===== config.mk =====
export PLATFORM = sky130hd
export DESIGN_NAME = nnzs_ctrl
export DESIGN_NICKNAME = d
export VERILOG_FILES = /design/src/hdl/nnzs_pkg.sv /design/src/hdl/nnzs_ctrl.sv
export SDC_FILE = /design/constraint.sdc
export NUM_CORES = 1
export LEC_CHECK = 0
export BUFFER_PORTS_ARGS = -buffer_cell sky130_fd_sc_hd__buf_2
export CORE_AREA = 10 10 47 49
export CTS_CLUSTER_DIAMETER = 150
export DETAILED_ROUTE_END_ITERATION = 7
export DIE_AREA = 0 0 57 59
export RECOVER_POWER = 50
export SETUP_SLACK_MARGIN = 0.3
export SLEW_MARGIN = 10
export SYNTH_ARGS = -nofsm -noshare
export SYNTH_HDL_FRONTEND = slang
export SYNTH_SLANG_ARGS = --single-unit

===== constraint.sdc =====
create_clock -name clk -period 1.4 [get_ports clk]
set_input_delay 0.42 -clock clk [delete_from_list [all_inputs] [get_ports clk]]
set_output_delay 0.42 -clock clk [all_outputs]
set_load 0.05 [all_outputs]

===== src/hdl/nnzs_pkg.sv =====
// Shared constants and controller/datapath interface types for the zoom scaler
`timescale 1ns / 1ps
package nnzs_pkg;

  localparam int MAX_VIEW_SIDE = 256;
  localparam int ADDR_W        = 16;
  localparam int PIX_W         = 32;
  localparam int POS_W         = 13;
  localparam int SIDE_W        = 9;
  localparam int RATIO_W       = 13;
  localparam int SCREEN_W      = 14;
  localparam int DIVIDEND_W    = 17;
  localparam int QUOT_W        = 9;

  localparam logic [1:0] CMD_LOAD   = 2'd0;
  localparam logic [1:0] CMD_FETCH  = 2'd1;
  localparam logic [1:0] CMD_CURSOR = 2'd2;
  localparam logic [1:0] CMD_UNUSED = 2'd3;

  localparam logic [2:0] REG_ZOOM      = 3'd0;
  localparam logic [2:0] REG_VIEW_W    = 3'd1;
  localparam logic [2:0] REG_VIEW_H    = 3'd2;
  localparam logic [2:0] REG_SCREEN_W  = 3'd3;
  localparam logic [2:0] REG_SCREEN_H  = 3'd4;

  // Divide operand selects
  localparam logic [1:0] SEL_COLS = 2'd0;
  localparam logic [1:0] SEL_ROWS = 2'd1;
  localparam logic [1:0] SEL_SX   = 2'd2;
  localparam logic [1:0] SEL_SY   = 2'd3;

  typedef struct packed {
    logic       latch_in;
    logic       write_mem;
    logic       div_start;
    logic [1:0] div_sel;
    logic       calc_addr;
    logic       read_mem;
    logic       load_out;
  } ctrl_cmd_t;

  typedef struct packed {
    logic div_done;
    logic out_busy;
  } dp_status_t;

endpackage


===== src/hdl/nnzs_ctrl.sv =====
// Controller state machine sequencing divides, store access and result load
`timescale 1ns / 1ps
module nnzs_ctrl (
  input  logic                 clk,
  input  logic                 rst,
  input  logic                 in_valid,
  input  logic [1:0]           in_kind,
  output logic                 in_ready,
  input  nnzs_pkg::dp_status_t status,
  output nnzs_pkg::ctrl_cmd_t  cmd
);

  typedef enum logic [2:0] {
    S_IDLE, S_WRITE, S_DSTART, S_DWAIT, S_ADDR, S_READ, S_EMIT
  } state_t;

  state_t     state;
  logic [1:0] kind;
  logic [1:0] sel;
  logic       accept;

  assign in_ready = (state == S_IDLE);
  assign accept   = in_valid && in_ready;

  always_comb begin
    cmd           = '0;
    cmd.div_sel   = sel;
    cmd.latch_in  = accept;
    cmd.write_mem = (state == S_WRITE);
    cmd.div_start = (state == S_DSTART);
    cmd.calc_addr = (state == S_ADDR);
    cmd.read_mem  = (state == S_READ);
    cmd.load_out  = (state == S_EMIT) && !status.out_busy;
  end

  always_ff @(posedge clk) begin
    if (rst) begin
      state <= S_IDLE;
      kind  <= nnzs_pkg::CMD_LOAD;
      sel   <= nnzs_pkg::SEL_COLS;
    end else begin
      case (state)
        S_IDLE: begin
          if (accept) begin
            kind <= in_kind;
            sel  <= nnzs_pkg::SEL_COLS;
            case (in_kind)
              nnzs_pkg::CMD_LOAD:   state <= S_WRITE;
              nnzs_pkg::CMD_FETCH,
              nnzs_pkg::CMD_CURSOR: state <= S_DSTART;
              default:              state <= S_IDLE;
            endcase
          end
        end
        S_WRITE:  state <= S_IDLE;
        S_DSTART: state <= S_DWAIT;
        S_DWAIT: begin
          if (status.div_done) begin
            if (sel == nnzs_pkg::SEL_SY) begin
              state <= S_ADDR;
            end else if (sel == nnzs_pkg::SEL_ROWS && kind == nnzs_pkg::CMD_CURSOR) begin
              state <= S_EMIT;
            end else begin
              sel   <= sel + 2'd1;
              state <= S_DSTART;
            end
          end
        end
        S_ADDR: state <= S_READ;
        S_READ: state <= S_EMIT;
        S_EMIT: begin
          if (!status.out_busy) state <= S_IDLE;
        end
        default: state <= S_IDLE;
      endcase
    end
  end

endmodule


After elaboration in Yosys (flattened, before gate mapping) --
Index checks and enable logic that the tools add are counted.
Cells by class: add/sub/neg operators 1, eq/ne operators 16, muxes and demuxes 12, reductions and logical operators 11
Operator list (count):
- $pmux 3 s6 | 1
- $mux 3 | 5
- $eq 3x3->1 const B | 3
- $mux 2 | 4
- $ne 2x2->1 const B | 4
- $pmux 2 s2 | 2
- $eq 2x2->1 const B | 3
- $eq 3x2->1 const B | 2
- $reduce_and 5->1 | 1
- $eq 2x1->1 const B | 2
- $eq 3x1->1 const B | 1
- $logic_and 1x1->1 | 3
- $logic_not 3->1 | 1
- $reduce_and 3->1 | 1
- $add 2x1->2 const B | 1
- $logic_not 2->1 | 1
- $ne 2x1->1 const B | 1
- $reduce_and 2->1 | 1
- $reduce_bool 2->1 | 1
- $reduce_or 2->1 | 1
- $logic_not 1->1 | 1
Word-level totals: bits in registers 7, bits of input ports 7

Longest topological paths before layout --
word-level depth 6, depth in mapped cells 6, mapped depth without buffers 6

Worst setup path before layout --
Ideal clock, no wire load.
path kind reg2out, start point reg state[1], end point out cmd[0] (netlist bit), arrival 2.177 ns, data required time 0.980 ns, setup slack -1.197 ns, cell stages (with the launch flop) 4, cell sequence dfxtp_1 > buf_6 > buf_2 > nor4bb_1
RTL lines:
- from (decl) | line nnzs_ctrl.sv:17 | state_t state;
- from (signal assigned) | line nnzs_ctrl.sv:38 | state <= S_IDLE;
- from (signal assigned) | line nnzs_ctrl.sv:48 | nnzs_pkg::CMD_LOAD: state <= S_WRITE;
- from (signal assigned) | line nnzs_ctrl.sv:50 | nnzs_pkg::CMD_CURSOR: state <= S_DSTART;
- to (decl) | line nnzs_ctrl.sv:10 | output nnzs_pkg::ctrl_cmd_t cmd

==> results.py <==
metrics = {
    "critical_path": {
        "worstPathRequired_ps": 980,
        "critPathMostFrequentCell": "buf_6",
        "crit_type": "reg2out",
        "crit_family": "flip-flops",
        "path_cells": "buf_6, nor4bb_4, buf_6",
        "end_kind": "output port",
        "arrival_ps": 1200,
        "critPathLaunchType": "flop",
        "crit_buf_inv": 2,
        "reg2regPathDepth": 7,
        "worstPathMaxFanout": 6,
        "slowest_delay_ps": 370,
        "cpMaxStageDelayCell": "dfxtp_4",
        "cp.depth": 3,
    },
    "synth": {
        "syn_inst": 61,
        "yosysSeqAreaShare_pct": 28.5,
        "syn_avg_cell_area_um2": 8.06,
        "ys_types": 32,
        "syn-num-nets": 71,
        "ys_ff_latch": 7,
        "yosys_warnings": 0,
        "syn-cell-area_um2": 492,
    },
    "pwr": {
        "leakage_nw": 0.444,
        "p_int_mw": 0.461,
        "power.density_nw_per_um2": 668,
        "seq_power_share_pct": 31.8,
        "power.switching_mw": 0.228,
        "swShare_pct": 33.1,
        "combPwrFrac_pct": 41.1,
        "pwr-share-clk_pct": 27.1,
        "max-vdd-ir-drop_mv": 0.483,
    },
    "routing": {
        "avgViaCountPerCell": 5.27,
        "drc": 0,
        "wirelength_um": 1680,
        "ant_nets": 0,
        "drt_iter0_drc": 5,
        "dr_total_vias": 606,
        "first_pass_iters": 4,
        "routedWlPerCell_um": 14.6,
    },
    "sta": {
        "setup_violations": 9,
        "rsz0062_at_grt": "yes",
        "fin_crit_sh_pct": 116,
        "timing.fmax_mhz": 616,
        "worst_slew_pin_slew_ps": 301,
        "max_slew_margin_pct": 79.4,
        "drv_slew": 0,
        "fin_tns_setup_ps": -1310,
        "post-route-min-period_ps": 1620,
        "hold_violations": 0,
        "finClkSkew_ps": 3.87,
        "setup_ws_ps": -224,
    },
    "placement": {
        "io_buffer_count": 15,
        "gp_congestion": 0.784,
        "post-place-cells": 96,
        "dp_hpwl_um": 1030,
    },
    "layout": {
        "area_growth_pct": 110,
        "fin_nets": 110,
        "fill_cells": 93,
        "layoutNonFillerInstCount": 115,
        "antenna_cells": 0,
        "utilization_pct": 73.6,
        "drive_above_1_share_pct": 67.7,
    },
    "floorplanning": {
        "fp.dieW_um": 57,
        "initial_core_util_pct": 35.1,
        "die_h_um": 59,
        "die-area_um2": 3360,
        "core_um2": 1400,
        "rows": 14,
        "num_io_pins": 16,
    },
    "clocking": {
        "cts_max_level": 1,
        "clock-root-buffer": "clkbuf_4",
        "ctsHoldBuffers": 0,
        "cts_tree": "built",
        "numCtsBuffers": 3,
        "clkTransAtPathRegs_ps": 50,
        "clock_path_buffers": 2,
        "numClockSinks": 7,
        "clock_latency_ps": 250,
    },
    "run": {
        "drv_cap": 0,
    },
    "status": {
        "violations": "negative setup slack",
        "status": "complete, but fails checks",
    },
    "global_route": {
        "grt_max_degree": 10,
        "grtUsageTotal_pct": 9.80,
        "grt_pass1_wl_um": 2640,
        "antenna_found_initial": 0,
        "overflow": 0,
        "grt_pass1_vias": 588,
    },
    "hold_path": {
        "hold_depth": 3,
        "hp-class": "in2reg",
    },
}
worst paths after layout:
check                                start       end  slack [ps]
worst min-delay path            in_kind[0]   kind[0]         460
worst min register to register    state[2]  state[2]         530
worst max register to register    state[0]    sel[0]        -170
worst max-delay path              state[0]    cmd[0]        -220
Yosys cell counts:
cell type,instances,area (um^2)
and2b_1,1,7.51
nor3_1,1,5.00
or3_1,1,6.26
o2111ai_1,1,8.76
or4_1,1,7.51
nand4_1,1,6.26
a211o_1,1,8.76
a2111oi_0,1,8.76
or3b_1,1,8.76
nand4b_1,1,8.76
nor2_1,3,11.3
nor3b_1,2,15.0
a31oi_1,4,25.0
dfxtp_1,7,140
and3b_1,1,8.76
mux2i_1,2,20.0
nor2b_1,2,12.5
buf_2,3,15.0
a21oi_1,2,10.0
a21boi_0,1,7.51
and2_1,1,6.26
nor4bb_1,1,10.0
buf_4,1,7.51
a21o_1,1,7.51
o31ai_1,1,7.51
nand2_1,6,22.5
ha_1,3,37.5
buf_6,1,11.3
inv_1,5,18.8
a211oi_1,1,7.51
o21ai_0,2,10.0
clkbuf_1,1,3.75
power groups by stage:
stage	registers [mW]	clock network, mW	logic [mW]
2_1_floorplan	0.222	0	0.168
3_3_place_gp	0.231	0	0.187
3_5_place_dp	0.231	0	0.187
4_1_cts	0.220	0.193	0.261
5_1_grt	0.222	0.203	0.301
6_report	0.219	0.187	0.283
tightest hold or removal path, cell delays in order:
cell	delay [ps]
buf_2	100
mux2i_1	60
nor2_1	90
per-layer routing:
layer | vias to the layer above | global-route usage, % | share of wire, %
met5 | - | 0 | 0
met3 | 4 | 3.43 | 5.8
met1 | 285 | 10.4 | 41
li1 | 300 | - | -
met4 | 0 | 5.03 | 1.4
met2 | 17 | 16.7 | 52
sequential cells by signal (all words and copies together), names as in the netlist:
register / count
state: 3
sel: 2
kind: 2
stage by stage:
| step | setup WS, ps | instance area [um^2] | power [mW] | hold slack [ps] |
|---|---|---|---|---|
| 6_report | -224 | 1030 | 0.689 | 456 |
| 3_5_place_dp | -94.3 | 749 | 0.418 | 510 |
| 3_3_place_gp | -86.4 | 749 | 0.418 | 510 |
| 2_1_floorplan | -287 | 661 | 0.390 | 480 |
| 5_1_grt | -266 | 1030 | 0.726 | 474 |
| 4_1_cts | -231 | 961 | 0.673 | 447 |
cells by family (layout without fill, tap and decap cells):
logic type	count (synthesis)	count (layout)	synth area share [%]
compound gates	15	15	20.6
flops	7	7	28.5
simple gates	23	23	27.7
mux	2	2	4.07
fa+ha+maj	3	3	7.63
buf+inv	11	49	11.4
layout by cell type (no fill, tap or decap), types with 2 or more instances in the layout:
| cell type | n |
|---|---|
| nand2_1 | 5 |
| a21oi_1 | 2 |
| ha_4 | 3 |
| buf_8 | 5 |
| dfxtp_4 | 5 |
| inv_1 | 2 |
| dfxtp_1 | 2 |
| nor2b_4 | 2 |
| buf_6 | 14 |
| nor3b_4 | 2 |
| clkbuf_4 | 3 |
| buf_4 | 15 |
| inv_2 | 2 |
| a31oi_1 | 3 |
| buf_2 | 6 |
| nor2_1 | 3 |
| mux2i_1 | 2 |
cell type report:
| cell class | instances | area, um^2 | area share, % |
|---|---|---|---|
| flip-flops and latches | 7 | 159 | 15.4 |
| clock buffers | 4 | 26.3 | 2.55 |
| well taps | 16 | 20.0 | 1.94 |
| multi-input cells | 43 | 429 | 41.6 |
| inverters | 5 | 21.3 | 2.06 |
| repair buffers | 40 | 375 | 36.4 |
repair_timing:
action	4_1_cts	5_1_grt
resized for setup	34	8
endpoints found under the setup margin	14	16
buffers inserted	11	4
pin swaps	12	9
Power figures use the tool's default switching activity.
